## config.mk

```make
export PLATFORM = sky130hd
export DESIGN_NAME = uri_component_splitter_top_flat
export DESIGN_NICKNAME = d
export VERILOG_FILES = /design/src/rtl/core/ucs_pkg.sv /design/src/rtl/core/ucs_if.sv /design/src/rtl/core/uri_component_splitter_top.sv /design/src/rtl/core/ucs_parser.sv /design/src/rtl/core/ucs_emit.sv /design/src/flat_wrapper.sv
export SDC_FILE = /design/constraint.sdc
export NUM_CORES = 1
export LEC_CHECK = 0
export ABC_AREA = 1
export BUFFER_PORTS_ARGS = -buffer_cell sky130_fd_sc_hd__buf_2
export CAP_MARGIN = 25
export CORE_AREA = 2 2 236 238
export CTS_BUF_LIST = sky130_fd_sc_hd__clkbuf_2 sky130_fd_sc_hd__clkbuf_4 sky130_fd_sc_hd__clkbuf_8
export DETAILED_ROUTE_END_ITERATION = 16
export DIE_AREA = 0 0 238 240
export HOLD_SLACK_MARGIN = 0.02
export PLACE_DENSITY = 0.63
export SLEW_MARGIN = 20
export SYNTH_ARGS = -nofsm -noshare
export SYNTH_HDL_FRONTEND = slang
export SYNTH_SLANG_ARGS = --single-unit
```

## constraint.sdc

```tcl
create_clock -name clk -period 7.1 [get_ports clk]
set_clock_uncertainty 0.15 [all_clocks]
set_input_delay 0.71 -clock clk [delete_from_list [all_inputs] [get_ports clk]]
set_output_delay 0.71 -clock clk [all_outputs]
set_load 0.03 [all_outputs]
```

## src/rtl/core/ucs_pkg.sv

```systemverilog
`timescale 1ns / 1ps
// ----------------------------------------------------------------------------
// ucs_pkg
// Shared constants and types for the URI component splitter: character codes,
// component codes, field widths and the record set handed from parser to
// emitter.
// ----------------------------------------------------------------------------
package ucs_pkg;

  localparam int MAX_LEN_DEF = 4096;

  localparam int CH_W     = 8;
  localparam int OFS_W    = 13;
  localparam int PORT_W   = 16;
  localparam int ACC_W    = 17;
  localparam int DIGIT_W  = 3;
  localparam int NUM_COMP = 7;

  localparam logic [DIGIT_W-1:0] PORT_MAX_DIGITS = 3'd5;

  localparam logic [CH_W-1:0] CH_HASH  = 8'h23;
  localparam logic [CH_W-1:0] CH_QUEST = 8'h3F;
  localparam logic [CH_W-1:0] CH_SLASH = 8'h2F;
  localparam logic [CH_W-1:0] CH_COLON = 8'h3A;
  localparam logic [CH_W-1:0] CH_PLUS  = 8'h2B;
  localparam logic [CH_W-1:0] CH_MINUS = 8'h2D;
  localparam logic [CH_W-1:0] CH_DOT   = 8'h2E;
  localparam logic [CH_W-1:0] CH_ZERO  = 8'h30;
  localparam logic [CH_W-1:0] CH_NINE  = 8'h39;

  typedef enum logic [2:0] {
    COMP_SCHEME   = 3'd0,
    COMP_HOST     = 3'd1,
    COMP_PORT     = 3'd2,
    COMP_PATH     = 3'd3,
    COMP_QUERY    = 3'd4,
    COMP_FRAGMENT = 3'd5,
    COMP_CLOSE    = 3'd6
  } ucs_comp_t;

  // Everything needed to emit the records of one finished string.
  typedef struct packed {
    logic [NUM_COMP-1:0] mask;
    logic [OFS_W-1:0]    scheme_len;
    logic [OFS_W-1:0]    host_start;
    logic [OFS_W-1:0]    host_len;
    logic [OFS_W-1:0]    port_start;
    logic [OFS_W-1:0]    port_len;
    logic [PORT_W-1:0]   port_value;
    logic [OFS_W-1:0]    path_start;
    logic [OFS_W-1:0]    path_len;
    logic [OFS_W-1:0]    query_start;
    logic [OFS_W-1:0]    query_len;
    logic [OFS_W-1:0]    frag_start;
    logic [OFS_W-1:0]    frag_len;
    logic [OFS_W-1:0]    total_len;
    logic                abs_flag;
    logic                frag_only_flag;
    logic                overflow;
  } ucs_snap_t;

  function automatic logic is_alpha(input logic [CH_W-1:0] c);
    return (c >= 8'h61 && c <= 8'h7A) || (c >= 8'h41 && c <= 8'h5A);
  endfunction

  function automatic logic is_digit(input logic [CH_W-1:0] c);
    return (c >= CH_ZERO) && (c <= CH_NINE);
  endfunction

  function automatic logic is_scheme_char(input logic [CH_W-1:0] c);
    return is_alpha(c) || is_digit(c) || c == CH_PLUS || c == CH_MINUS || c == CH_DOT;
  endfunction

endpackage

```

## src/rtl/core/ucs_if.sv

```systemverilog
`timescale 1ns / 1ps
// ----------------------------------------------------------------------------
// ucs_if
// Valid/ready channels of the URI component splitter: the byte stream in and
// the component records out.
// ----------------------------------------------------------------------------
interface ucs_in_if import ucs_pkg::*; ();
  logic            valid;
  logic            ready;
  logic [CH_W-1:0] ch;
  logic            end_of_uri;

  modport source (output valid, ch, end_of_uri, input ready);
  modport sink (input valid, ch, end_of_uri, output ready);
endinterface

interface ucs_out_if import ucs_pkg::*; ();
  logic              valid;
  logic              ready;
  logic [2:0]        component;
  logic [OFS_W-1:0]  start_offset;
  logic [OFS_W-1:0]  length;
  logic [PORT_W-1:0] port_value;
  logic              abs_flag;
  logic              frag_only_flag;
  logic              overflow;
  logic              last;

  modport source (output valid, component, start_offset, length, port_value,
                  abs_flag, frag_only_flag, overflow, last, input ready);
  modport sink (input valid, component, start_offset, length, port_value,
                abs_flag, frag_only_flag, overflow, last, output ready);
endinterface

```

## src/rtl/core/uri_component_splitter_top.sv

```systemverilog
`timescale 1ns / 1ps
// ----------------------------------------------------------------------------
// uri_component_splitter_top
// Splits a URI reference, streamed one byte per transfer, into scheme, host,
// port, path, query and fragment records, followed by a closing record.
// ----------------------------------------------------------------------------
// Bytes are taken at one per clock with no gaps; the parse state is updated
// in the same cycle. The end item hands the component set to a record
// register bank, which sends one record per cycle unless the output side
// stalls (one to seven records per string) while bytes of the next string keep
// flowing in. An end item waits while the previous string still has records
// other than its closing record left to send, or while that closing record
// cannot yet move into the output register. Bytes past MAX_LEN are dropped
// and flag overflow on every record of that string.
// ----------------------------------------------------------------------------
module uri_component_splitter_top import ucs_pkg::*; #(
  parameter int MAX_LEN = MAX_LEN_DEF
) (
  input  logic      clk,
  input  logic      rst,
  ucs_in_if.sink    uri,
  ucs_out_if.source rec
);

  ucs_snap_t snap;
  logic      free;
  logic      take;

  assign uri.ready = free || !uri.end_of_uri;
  assign take      = uri.valid && uri.ready;

  ucs_parser #(
    .MAX_LEN (MAX_LEN)
  ) u_parser (
    .clk        (clk),
    .rst        (rst),
    .take       (take),
    .ch         (uri.ch),
    .end_of_uri (uri.end_of_uri),
    .snap       (snap)
  );

  ucs_emit u_emit (
    .clk     (clk),
    .rst     (rst),
    .load    (take && uri.end_of_uri),
    .snap_in (snap),
    .free    (free),
    .rec     (rec)
  );

endmodule

```

## src/rtl/core/ucs_parser.sv

```systemverilog
`timescale 1ns / 1ps
// ----------------------------------------------------------------------------
// ucs_parser
// Per-byte parse state of the URI reference. On the end item it presents the
// finished component set and returns to the start-of-string state.
// ----------------------------------------------------------------------------
module ucs_parser import ucs_pkg::*; #(
  parameter int MAX_LEN = MAX_LEN_DEF
) (
  input  logic            clk,
  input  logic            rst,
  input  logic            take,
  input  logic [CH_W-1:0] ch,
  input  logic            end_of_uri,
  output ucs_snap_t       snap
);

  localparam int PW = $clog2(MAX_LEN + 1);
  localparam logic [PW-1:0] MAX_POS = PW'(MAX_LEN);

  typedef enum logic [2:0] {
    M_START, M_SCHEME, M_AT_P, M_SLASH1, M_AUTH, M_PATH, M_QUERY, M_FRAG
  } mode_t;

  mode_t                mode, mode_next;
  logic [PW-1:0]        position, position_next;
  logic [PW-1:0]        scheme_length, scheme_length_next;
  logic                 absolute, absolute_next;
  logic                 frag_only, frag_only_next;
  logic [PW-1:0]        part_start, part_start_next;
  logic [PW-1:0]        host_begin, host_begin_next;
  logic [PW-1:0]        last_colon, last_colon_next;
  logic                 colon_seen, colon_seen_next;
  logic [PW-1:0]        authority_end, authority_end_next;
  logic [PW-1:0]        path_begin, path_begin_next;
  logic [PW-1:0]        path_len, path_len_next;
  logic [PW-1:0]        query_begin, query_begin_next;
  logic [PW-1:0]        query_len, query_len_next;
  logic [PW-1:0]        frag_begin, frag_begin_next;
  logic                 has_host, has_host_next;
  logic                 has_path, has_path_next;
  logic                 has_query, has_query_next;
  logic                 has_frag, has_frag_next;
  logic [ACC_W-1:0]     port_accum, port_accum_next;
  logic [DIGIT_W-1:0]   port_digits, port_digits_next;
  logic                 port_bad, port_bad_next;
  logic                 overflow, overflow_next;

  logic          do_at_p, do_begin_path, do_path_char;
  logic [PW-1:0] bp_at, pos_p1;

  assign pos_p1 = position + PW'(1);

  always_comb begin
    mode_next          = mode;
    position_next      = position;
    scheme_length_next = scheme_length;
    absolute_next      = absolute;
    frag_only_next     = frag_only;
    part_start_next    = part_start;
    host_begin_next    = host_begin;
    last_colon_next    = last_colon;
    colon_seen_next    = colon_seen;
    authority_end_next = authority_end;
    path_begin_next    = path_begin;
    path_len_next      = path_len;
    query_begin_next   = query_begin;
    query_len_next     = query_len;
    frag_begin_next    = frag_begin;
    has_host_next      = has_host;
    has_path_next      = has_path;
    has_query_next     = has_query;
    has_frag_next      = has_frag;
    port_accum_next    = port_accum;
    port_digits_next   = port_digits;
    port_bad_next      = port_bad;
    overflow_next      = overflow;
    do_at_p            = 1'b0;
    do_begin_path      = 1'b0;
    do_path_char       = 1'b0;
    bp_at              = position;

    if (take && end_of_uri) begin
      mode_next          = M_START;
      position_next      = '0;
      scheme_length_next = '0;
      absolute_next      = 1'b0;
      frag_only_next     = 1'b0;
      part_start_next    = '0;
      host_begin_next    = '0;
      last_colon_next    = '0;
      colon_seen_next    = 1'b0;
      authority_end_next = '0;
      path_begin_next    = '0;
      path_len_next      = '0;
      query_begin_next   = '0;
      query_len_next     = '0;
      frag_begin_next    = '0;
      has_host_next      = 1'b0;
      has_path_next      = 1'b0;
      has_query_next     = 1'b0;
      has_frag_next      = 1'b0;
      port_accum_next    = '0;
      port_digits_next   = '0;
      port_bad_next      = 1'b0;
      overflow_next      = 1'b0;
    end else if (take && position >= MAX_POS) begin
      overflow_next = 1'b1;
    end else if (take) begin
      position_next = pos_p1;
      unique case (mode)
        M_START: begin
          if (ch == CH_HASH) begin
            frag_only_next  = 1'b1;
            frag_begin_next = PW'(1);
            has_frag_next   = 1'b1;
            mode_next       = M_FRAG;
          end else if (is_alpha(ch)) begin
            mode_next = M_SCHEME;
          end else begin
            do_at_p = 1'b1;
          end
        end
        M_SCHEME: begin
          if (ch == CH_COLON) begin
            absolute_next      = 1'b1;
            scheme_length_next = position;
            mode_next          = M_AT_P;
          end else if (!is_scheme_char(ch)) begin
            do_begin_path = 1'b1;
            bp_at         = '0;
            do_path_char  = 1'b1;
          end
        end
        M_AT_P: do_at_p = 1'b1;
        M_SLASH1: begin
          if (ch == CH_SLASH) begin
            host_begin_next = pos_p1;
            has_host_next   = 1'b1;
            mode_next       = M_AUTH;
          end else begin
            do_begin_path = 1'b1;
            bp_at         = part_start;
            do_path_char  = 1'b1;
          end
        end
        M_AUTH: begin
          if (ch == CH_SLASH || ch == CH_QUEST || ch == CH_HASH) begin
            authority_end_next = position;
            do_at_p            = 1'b1;
            // A slash ending the authority is the first byte of the path.
            do_begin_path      = (ch == CH_SLASH);
          end else if (ch == CH_COLON) begin
            colon_seen_next  = 1'b1;
            last_colon_next  = position;
            port_accum_next  = '0;
            port_digits_next = '0;
            port_bad_next    = 1'b0;
          end else if (colon_seen) begin
            if (!is_digit(ch) || port_digits >= PORT_MAX_DIGITS) begin
              port_bad_next = 1'b1;
            end else begin
              port_accum_next  = ACC_W'(port_accum * ACC_W'(10))
                                 + {{(ACC_W-4){1'b0}}, ch[3:0]};
              port_digits_next = port_digits + DIGIT_W'(1);
            end
          end
        end
        M_PATH: do_path_char = 1'b1;
        M_QUERY: begin
          if (ch == CH_HASH) begin
            query_len_next  = position - query_begin;
            frag_begin_next = pos_p1;
            has_frag_next   = 1'b1;
            mode_next       = M_FRAG;
          end
        end
        M_FRAG: ;
        default: ;
      endcase

      if (do_at_p) begin
        if (ch == CH_SLASH) begin
          part_start_next = position;
          mode_next       = M_SLASH1;
        end else if (ch == CH_QUEST) begin
          query_begin_next = pos_p1;
          has_query_next   = 1'b1;
          mode_next        = M_QUERY;
        end else if (ch == CH_HASH) begin
          frag_begin_next = pos_p1;
          has_frag_next   = 1'b1;
          mode_next       = M_FRAG;
        end else begin
          path_begin_next = position;
          has_path_next   = 1'b1;
          mode_next       = M_PATH;
        end
      end

      if (do_begin_path) begin
        path_begin_next = bp_at;
        has_path_next   = 1'b1;
        mode_next       = M_PATH;
      end

      if (do_path_char) begin
        if (ch == CH_QUEST) begin
          path_len_next    = position - path_begin_next;
          query_begin_next = pos_p1;
          has_query_next   = 1'b1;
          mode_next        = M_QUERY;
        end else if (ch == CH_HASH) begin
          path_len_next   = position - path_begin_next;
          frag_begin_next = pos_p1;
          has_frag_next   = 1'b1;
          mode_next       = M_FRAG;
        end
      end
    end
  end

  always_ff @(posedge clk) begin
    if (rst) begin
      mode          <= M_START;
      position      <= '0;
      scheme_length <= '0;
      absolute      <= 1'b0;
      frag_only     <= 1'b0;
      part_start    <= '0;
      host_begin    <= '0;
      last_colon    <= '0;
      colon_seen    <= 1'b0;
      authority_end <= '0;
      path_begin    <= '0;
      path_len      <= '0;
      query_begin   <= '0;
      query_len     <= '0;
      frag_begin    <= '0;
      has_host      <= 1'b0;
      has_path      <= 1'b0;
      has_query     <= 1'b0;
      has_frag      <= 1'b0;
      port_accum    <= '0;
      port_digits   <= '0;
      port_bad      <= 1'b0;
      overflow      <= 1'b0;
    end else begin
      mode          <= mode_next;
      position      <= position_next;
      scheme_length <= scheme_length_next;
      absolute      <= absolute_next;
      frag_only     <= frag_only_next;
      part_start    <= part_start_next;
      host_begin    <= host_begin_next;
      last_colon    <= last_colon_next;
      colon_seen    <= colon_seen_next;
      authority_end <= authority_end_next;
      path_begin    <= path_begin_next;
      path_len      <= path_len_next;
      query_begin   <= query_begin_next;
      query_len     <= query_len_next;
      frag_begin    <= frag_begin_next;
      has_host      <= has_host_next;
      has_path      <= has_path_next;
      has_query     <= has_query_next;
      has_frag      <= has_frag_next;
      port_accum    <= port_accum_next;
      port_digits   <= port_digits_next;
      port_bad      <= port_bad_next;
      overflow      <= overflow_next;
    end
  end

  // Close whatever part is still open and form the record set.
  logic [PW-1:0] auth_stop_f, host_end_f, path_begin_f, path_len_f, query_len_f;
  logic          has_path_f;

  always_comb begin
    auth_stop_f  = (mode == M_AUTH) ? position : authority_end;
    host_end_f   = colon_seen ? last_colon : auth_stop_f;
    path_begin_f = path_begin;
    path_len_f   = path_len;
    has_path_f   = has_path;
    case (mode)
      M_SCHEME: begin
        path_begin_f = '0;
        path_len_f   = position;
        has_path_f   = 1'b1;
      end
      M_SLASH1: begin
        path_begin_f = part_start;
        path_len_f   = position - part_start;
        has_path_f   = 1'b1;
      end
      M_PATH: path_len_f = position - path_begin;
      default: ;
    endcase
    query_len_f = (mode == M_QUERY) ? position - query_begin : query_len;

    snap.mask = {1'b1, has_frag, has_query, has_path_f, has_host & colon_seen,
                 has_host, absolute};
    snap.scheme_len  = OFS_W'(scheme_length);
    snap.host_start  = OFS_W'(host_begin);
    snap.host_len    = OFS_W'(host_end_f - host_begin);
    snap.port_start  = OFS_W'(last_colon + PW'(1));
    snap.port_len    = OFS_W'(auth_stop_f - last_colon - PW'(1));
    snap.port_value  = (!port_bad && port_digits != '0 && !port_accum[ACC_W-1])
                       ? port_accum[PORT_W-1:0] : '0;
    snap.path_start  = OFS_W'(path_begin_f);
    snap.path_len    = OFS_W'(path_len_f);
    snap.query_start = OFS_W'(query_begin);
    snap.query_len   = OFS_W'(query_len_f);
    snap.frag_start  = OFS_W'(frag_begin);
    snap.frag_len    = OFS_W'(position - frag_begin);
    snap.total_len   = OFS_W'(position);
    snap.abs_flag       = absolute;
    snap.frag_only_flag = frag_only;
    snap.overflow       = overflow;
  end

endmodule

```

## src/rtl/core/ucs_emit.sv

```systemverilog
`timescale 1ns / 1ps
// ----------------------------------------------------------------------------
// ucs_emit
// Holds the record set of one finished string and sends its records, one per
// cycle unless the output side stalls, through an output register.
// ----------------------------------------------------------------------------
module ucs_emit import ucs_pkg::*; (
  input  logic       clk,
  input  logic       rst,
  input  logic       load,
  input  ucs_snap_t  snap_in,
  output logic       free,
  ucs_out_if.source  rec
);

  localparam logic [NUM_COMP-1:0] CLOSE_ONLY = NUM_COMP'(1) << COMP_CLOSE;

  ucs_snap_t           snap;
  logic [NUM_COMP-1:0] pending, pending_next;
  logic [NUM_COMP-1:0] sel;
  logic                out_valid;
  logic                advance;
  ucs_comp_t           sel_comp;

  // Lowest pending component goes next.
  always_comb begin
    sel      = '0;
    sel_comp = COMP_CLOSE;
    for (int i = NUM_COMP - 1; i >= 0; i--) begin
      if (pending[i]) begin
        sel      = NUM_COMP'(1) << i;
        sel_comp = ucs_comp_t'(3'(i));
      end
    end
  end

  assign advance = (pending != '0) && (!out_valid || rec.ready);
  // A new set may come in during the cycle that sends the closing record.
  assign free    = (pending == '0) || (pending == CLOSE_ONLY && advance);

  always_comb begin
    pending_next = advance ? (pending & ~sel) : pending;
    if (load) begin
      pending_next = snap_in.mask;
    end
  end

  always_ff @(posedge clk) begin
    if (rst) begin
      pending   <= '0;
      out_valid <= 1'b0;
    end else begin
      pending <= pending_next;
      if (advance) begin
        out_valid <= 1'b1;
      end else if (rec.ready) begin
        out_valid <= 1'b0;
      end
    end
  end

  always_ff @(posedge clk) begin
    if (load) begin
      snap <= snap_in;
    end
    if (advance) begin
      rec.component      <= sel_comp;
      rec.port_value     <= '0;
      rec.abs_flag       <= snap.abs_flag;
      rec.frag_only_flag <= snap.frag_only_flag;
      rec.overflow       <= snap.overflow;
      rec.last           <= 1'b0;
      case (sel_comp)
        COMP_SCHEME: begin
          rec.start_offset <= '0;
          rec.length       <= snap.scheme_len;
        end
        COMP_HOST: begin
          rec.start_offset <= snap.host_start;
          rec.length       <= snap.host_len;
        end
        COMP_PORT: begin
          rec.start_offset <= snap.port_start;
          rec.length       <= snap.port_len;
          rec.port_value   <= snap.port_value;
        end
        COMP_PATH: begin
          rec.start_offset <= snap.path_start;
          rec.length       <= snap.path_len;
        end
        COMP_QUERY: begin
          rec.start_offset <= snap.query_start;
          rec.length       <= snap.query_len;
        end
        COMP_FRAGMENT: begin
          rec.start_offset <= snap.frag_start;
          rec.length       <= snap.frag_len;
        end
        default: begin
          rec.start_offset <= '0;
          rec.length       <= snap.total_len;
          rec.last         <= 1'b1;
        end
      endcase
    end
  end

  assign rec.valid = out_valid;

endmodule

```

## src/flat_wrapper.sv

```systemverilog
// flat-port wrapper written by rule: the top's interface ports become plain ports
module uri_component_splitter_top_flat import ucs_pkg::*;
#(
  parameter int MAX_LEN = MAX_LEN_DEF
)
  (clk, rst, uri_valid, uri_ch, uri_end_of_uri, uri_ready, rec_valid, rec_component, rec_start_offset, rec_length, rec_port_value, rec_abs_flag, rec_frag_only_flag, rec_overflow, rec_last, rec_ready);
  ucs_in_if uri_i ();
  ucs_out_if rec_i ();
  input  logic clk;
  input  logic rst;
  input wire logic [$bits(uri_i.valid)-1:0] uri_valid;
  input wire logic [$bits(uri_i.ch)-1:0] uri_ch;
  input wire logic [$bits(uri_i.end_of_uri)-1:0] uri_end_of_uri;
  output wire logic [$bits(uri_i.ready)-1:0] uri_ready;
  output wire logic [$bits(rec_i.valid)-1:0] rec_valid;
  output wire logic [$bits(rec_i.component)-1:0] rec_component;
  output wire logic [$bits(rec_i.start_offset)-1:0] rec_start_offset;
  output wire logic [$bits(rec_i.length)-1:0] rec_length;
  output wire logic [$bits(rec_i.port_value)-1:0] rec_port_value;
  output wire logic [$bits(rec_i.abs_flag)-1:0] rec_abs_flag;
  output wire logic [$bits(rec_i.frag_only_flag)-1:0] rec_frag_only_flag;
  output wire logic [$bits(rec_i.overflow)-1:0] rec_overflow;
  output wire logic [$bits(rec_i.last)-1:0] rec_last;
  input wire logic [$bits(rec_i.ready)-1:0] rec_ready;
  assign uri_i.valid = uri_valid;
  assign uri_i.ch = uri_ch;
  assign uri_i.end_of_uri = uri_end_of_uri;
  assign uri_ready = uri_i.ready;
  assign rec_valid = rec_i.valid;
  assign rec_component = rec_i.component;
  assign rec_start_offset = rec_i.start_offset;
  assign rec_length = rec_i.length;
  assign rec_port_value = rec_i.port_value;
  assign rec_abs_flag = rec_i.abs_flag;
  assign rec_frag_only_flag = rec_i.frag_only_flag;
  assign rec_overflow = rec_i.overflow;
  assign rec_last = rec_i.last;
  assign rec_i.ready = rec_ready;
  uri_component_splitter_top #(.MAX_LEN(MAX_LEN)) u_core (.clk(clk), .rst(rst), .uri(uri_i), .rec(rec_i));
endmodule
```

# Yosys cells after proc, flatten, opt, wreduce, memory -nomap -nowiden
# Index checks and enable logic that the tools add are counted.
# op_classes
addsub	12
multipliers	1
div_mod_pow	0
n_lt_le_gt_ge	8
eq_ne	23
n_shift	0
muxes	116
bitwise	5
n_reduce_logical	53
# ops
operator	count
$mux 13	30
$sub 13x13->13	7
$pmux 13 s2	3
$pmux 13 s6	1
$pmux 13 s5	1
$mux 7	9
$mux 3	19
$eq 8x6->1 const B	7
$mux 17	3
$mux 1	42
$pmux 13 s3	1
$add 13x1->13 const B	2
$reduce_and 4->1	6
$reduce_and 6->1	3
$add 17x4->17	1
$mul 17x3->16 const B	1
$ge 8x7->1 const B	2
$le 8x7->1 const B	2
$eq 3x3->1 const B	5
$ge 13x13->1 const B	1
$sub 13x1->13 const B	1
$eq 3x2->1 const B	4
$pmux 3 s4	1
$reduce_bool 2->1	6
25 further kinds	60
# word_totals
reg_bits	407
latchBits	0
ram_bits	0
rom_bits	0
output_inout_bits	51
wordCells	267
mem_count	0

# Depth between registers and ports, before layout
# logic_depth
depth_word	20
depth_mapped	24
depth_no_buf	23

# By module
# From an unflattened synthesis, not the netlist that was laid out.
# hier_totals
hier_cells	2667
hier_area_um2	22252.6
# modules_own_cells
mod	n_inst	cells_per_inst	area_each_um2
ucs_parser	1	2069	13730.7
ucs_emit	1	592	8493.1
uri_component_splitter_top	1	6	28.8

# Least setup slack after synthesis
# OpenSTA, ideal clock, no wires.
# synth_timing
path_kind	input-to-reg
from	input port rec_ready
to	register u_core.u_emit.pending[3]
setup_time_ns	0.079
arrival_ns	5.496
t_required_ns	6.871
path_slack_ns	1.375
stages	10
path_buffers	0
path_cell_list	inv_1 > nand2_1 > nand3_2 > nand3_2 > nand2_4 > inv_2 > nand2_2 > inv_1 > o21ai_0 > a21oi_1
# synth_via
elab_chain_len	8
word_cells_on_any_way	9
cone_classes	1 x mux; 8 x reduce/logical
# synth_rtl
element	line	text
start: declaration	flat_wrapper.sv:24	input wire logic [$bits(rec_i.ready)-1:0] rec_ready;
$logic_or 1x1->1 *	ucs_emit.sv:37	assign advance = (pending != '0) && (!out_valid || rec.ready);
$logic_and 1x1->1 *	ucs_emit.sv:37	
$logic_and 1x1->1 *	ucs_emit.sv:39	assign free = (pending == '0) || (pending == CLOSE_ONLY && advance);
$logic_or 1x1->1 *	ucs_emit.sv:39	
$logic_or 1x1->1 *	uri_component_splitter_top.sv:29	assign uri.ready = free || !uri.end_of_uri;
via uri_ready	flat_wrapper.sv:14	output wire logic [$bits(uri_i.ready)-1:0] uri_ready;
$logic_and 1x1->1 *	uri_component_splitter_top.sv:30	assign take = uri.valid && uri.ready;
$logic_and 1x1->1 *	uri_component_splitter_top.sv:46	.load (take && uri.end_of_uri),
via u_core.u_emit.load	ucs_emit.sv:10	input logic load,
$mux 7 or $reduce_bool 2->1 (tied branches)	--	
end signal: assignment	ucs_emit.sv:53	pending <= pending_next;
end: declaration	ucs_emit.sv:19	logic [NUM_COMP-1:0] pending, pending_next;
# The timed path passes the listed nets; every way through them passes the cells marked *.
# A chain may end at the register's enable or synchronous reset.

# Final worst setup path
# layout_timing
from	register u_core.u_parser.mode[0]
to	register u_core.u_parser.path_len[10]
# layout_via
elab_chain_len	13
word_cells_on_any_way	28
cone_classes	1 x add/sub; 5 x eq/ne; 20 x mux; 2 x reduce/logical
# layout_rtl
element	line	text
start: declaration	ucs_parser.sv:25	mode_t mode, mode_next;
start signal: assignment	ucs_parser.sv:249	mode <= mode_next;
$eq 3x3->1 (tied with other cells)	ucs_parser.sv:111	unique case (mode)
$pmux 1 s3	ucs_parser.sv:111	
$mux 1	ucs_parser.sv:109	end else if (take) begin
$mux 1	ucs_parser.sv:107	end else if (take && position >= MAX_POS) begin
$mux 1	ucs_parser.sv:83	if (take && end_of_uri) begin
$mux 13	ucs_parser.sv:182	if (do_at_p) begin
$mux 13	ucs_parser.sv:201	if (do_begin_path) begin
$mux 13	ucs_parser.sv:109	
$mux 13	ucs_parser.sv:107	
$mux 13	ucs_parser.sv:83	
$sub 13x13->13	ucs_parser.sv:209, ucs_parser.sv:214	
$mux 13	ucs_parser.sv:213	end else if (ch == CH_HASH) begin
$mux 13	ucs_parser.sv:208	if (ch == CH_QUEST) begin
end signal: assignment	ucs_parser.sv:260	path_len <= path_len_next;
end: declaration	ucs_parser.sv:36	logic [PW-1:0] path_len, path_len_next;
# Several ways; a longest one is shown, not always the timed one. The select of a mux whose other input is x is not followed.

==> flow_summary.yaml <==
worst_setup_path:
  critPathLaunch: "u_core.u_parser.mode[0]"
  end_kind: "flop"
  start_kind: "flop"
  cpPeakStageDelay_ps: 690
  path_buf_inv: 3
  critPathSlowestCell: "inv_1"
  regToRegSetupSlack_ps: 2570
  crit_fanout: 39
  r2r_cells: 20
  required_ps: 7540
  r2r-start: "u_core.u_parser.mode[0]"
  crit_end: "u_core.u_parser.path_len[10]"
  r2r_end: "u_core.u_parser.path_len[10]"
  crit_cells: 20
  critPathKind: "flop to flop"
  critPathArrivalTime_ps: 4960
  crit_chain: "inv_1, nor2_2, buf_4, nand2_1, inv_1, nand3_1, o211ai_1, o21ai_0, nand2_1, o21ai_1, ha_1, nand2_1, o21ai_0, nor2_1, o21ai_0, nand3_1, nand2_1, xor2_1, o21ai_0, a21oi_1"
  critPathTopFamily: "buffers and inverters"
final_layout:
  area_growth_pct: 11.25
  fill_cells: 5356
  top_register: "u_core.u_emit.snap"
  drive_above_1_share_pct: 10.99
  fin_area_um2: 24080
  largest_reg_flops: 175
  largest_registers: "u_core.u_emit.snap: 175 flops, u_core.u_parser.port_accum: 17 flops, u_core.u_emit.rec.port_value: 16 flops"
  finalNetCount: 2696
clock_tree:
  hold_buffers: 0
  clk_latency_ps: 680
  cts_sinks: 407
  cts_buffer_depth: 3
  numCtsBuffers: 71
  clockRootBuffer: "clkbuf_8"
  cts.repair.resized: 0
  cts_max_level: 3
  cts_tree: "built"
  clk_pin_slew_worst_paths_ps: 60
  cts_setup_buffers: 0
place:
  routabilityCongestion: 0.9440
  io_buffers: 63
  hpwl_um: 49330
  place_area_um2: 22590
sta:
  relSlewSlack_pct: 28.27
  setup_viol: 0
  fmax_mhz: 221.0
  period_share_pct: 63.73
  maxSlewViolCount: 0
  rsz0062_at_grt: "false"
  tightest_slew_ps: 1074
  layout_min_cycle_time_ps: 4525
  setup_tns_ps: 0
  hold_viol: 0
route:
  route.detailed.drc: 0
  drt-total-wl_um: 68180
  initialDrtViolationCount: 1864
  routed_via_density: 5.480
  ant_nets: 0
  wl_per_cell_um: 20.45
  first_pass_iters: 6
  vias: 18270
global_route:
  grt-ovfl-total: 0
  grt_pass1_vias: 17020
  grt_max_degree: 102
  grt_pass1_wl_um: 102900
  grt_use_total_pct: 23.87
  antenna_found_initial: 1
yosys:
  synth_area_leader_cell: "edfxtp_1"
  yosysWarnings: 0
  synth.distinct_cells: 58
  ys_ff_latch: 407
  syn_nets: 2628
  syn_avg_cell_area_um2: 8.652
  synth_most_common_cell: "nand2_1"
  synth-edff-count: 224
  yosysTopAreaCellShare_pct: 31.07
  yosys-top-cells-count: "nand2_1 (447), inv_1 (308), a21oi_1 (246)"
  synthCells: 2502
  synth_area_leaders: "edfxtp_1 (31%), dfxtp_1 (17%), nand2_1 (7.8%)"
  netlist_area_um2: 21650
  async_reset_ff_share_pct: 0
  ys_seq_area_share_pct: 47.99
  synth_ff_type: "edfxtp_1"
power_and_ir_drop:
  powerDensity_nw_per_um2: 276.3
  peakVddDrop_mv: 0.1297
  p_leak_nw: 9.803
worst_hold_path:
  hold_class: "primary input to flop"
floorplan:
  die_x_um: 238
  fp.coreArea_um2: 54660
  initial_core_util_pct: 39.60
  rows: 86
  die-area_um2: 57120
  num_io_pins: 64
  die_h_um: 240
job:
  drv_cap: 0
outcome:
  status: "finished, final reports clean"
==> cells by family after synthesis <==
kind of cell    count (synthesis)  share of synthesized area [%]
simple gates                  826                          17.00
compound gates                648                          16.85
buf+inv                       428                          8.109
flops                         407                          47.99
fa+ha+maj                     113                          6.808
xor+xnor                       80                          3.237
==> how the worst min path moves through the flow <==
stage	start	end	slack (ps)	depth (start not counted)
after CTS	rst	u_core.u_emit.pending[3]	130	2
after global routing	rst	u_core.u_emit.pending[0]	170	2
after global placement	u_core.u_emit.snap[0]	u_core.u_emit.rec.overflow	260	0
final	rst	u_core.u_emit.pending[3]	180	2
after floorplan	u_core.u_emit.snap[2]	u_core.u_emit.rec.abs_flag	250	0
after detailed placement	u_core.u_emit.snap[2]	u_core.u_emit.rec.abs_flag	260	0
==> layout by cell type (no fill, tap or decap), types with 26 or more instances in the layout <==
| cell | n |
|---|---|
| xor2_1 | 62 |
| clkbuf_4 | 26 |
| nand3_1 | 133 |
| dfxtp_1 | 183 |
| o21ai_0 | 237 |
| nor2_1 | 131 |
| clkbuf_8 | 78 |
| a21oi_1 | 246 |
| inv_1 | 306 |
| nand4_1 | 31 |
| ha_1 | 105 |
| edfxtp_1 | 224 |
| buf_4 | 27 |
| o21ai_1 | 35 |
| buf_2 | 63 |
| nand2_1 | 447 |
==> final cells by class <==
cell class,instances,area (um2),area share (%)
inverter,332,1256,5.216
antenna,1,2.502,0.01039
timing repair buffer,91,538.0,2.234
sequential,407,10390,43.14
multi-input combinational,1667,9523,39.54
clock buffer,104,1269,5.268
tap,704,880.8,3.658
clock inverter,28,224.0,0.9300
==> layer usage <==
metal	vias to the layer above	part of all wire (%)	GRT usage [%]
met1	8705	46	33.91
met4	0	3.3	8.617
met5	-	0	0
met3	126	7.0	4.018
met2	705	44	36.61
li1	8735	-	-
==> worst register-to-register path: stages, from the launching register on <==
cell and delay, ps:
dfxtp_1 400, inv_1 100, nor2_2 80, buf_4 400, nand2_1 440, inv_1 690
nand3_1 160, o211ai_1 110, o21ai_0 110, nand2_1 90, o21ai_1 120, ha_1 380
nand2_1 110, o21ai_0 170, nor2_1 90, o21ai_0 290, nand3_1 120, nand2_1 90
xor2_1 130, o21ai_0 90, a21oi_1 150
==> power breakdown <==
group	internal [mW]	total (mW)	switching [mW]	leakage, nW
registers	2.72	2.80	0.0849	3.61
logic	0.466	1.59	1.13	5.39
clock network	1.24	2.26	1.02	0.797
==> through the flow <==
step	hold slack (ps)	worst slack (ps)	power, mW	util (%)	instances
final	176.8	2575	6.653	44.06	3334
after global routing	166.8	2156	6.962	44.06	3334
after CTS	134.8	2632	6.686	44.05	3333
after detailed placement	258.8	2238	4.421	41.32	3201
after global placement	258.1	2266	4.407	41.29	3200
after floorplan	250.3	1375	3.945	-	2502
Note: power is estimated with default switching activity, not from simulation.
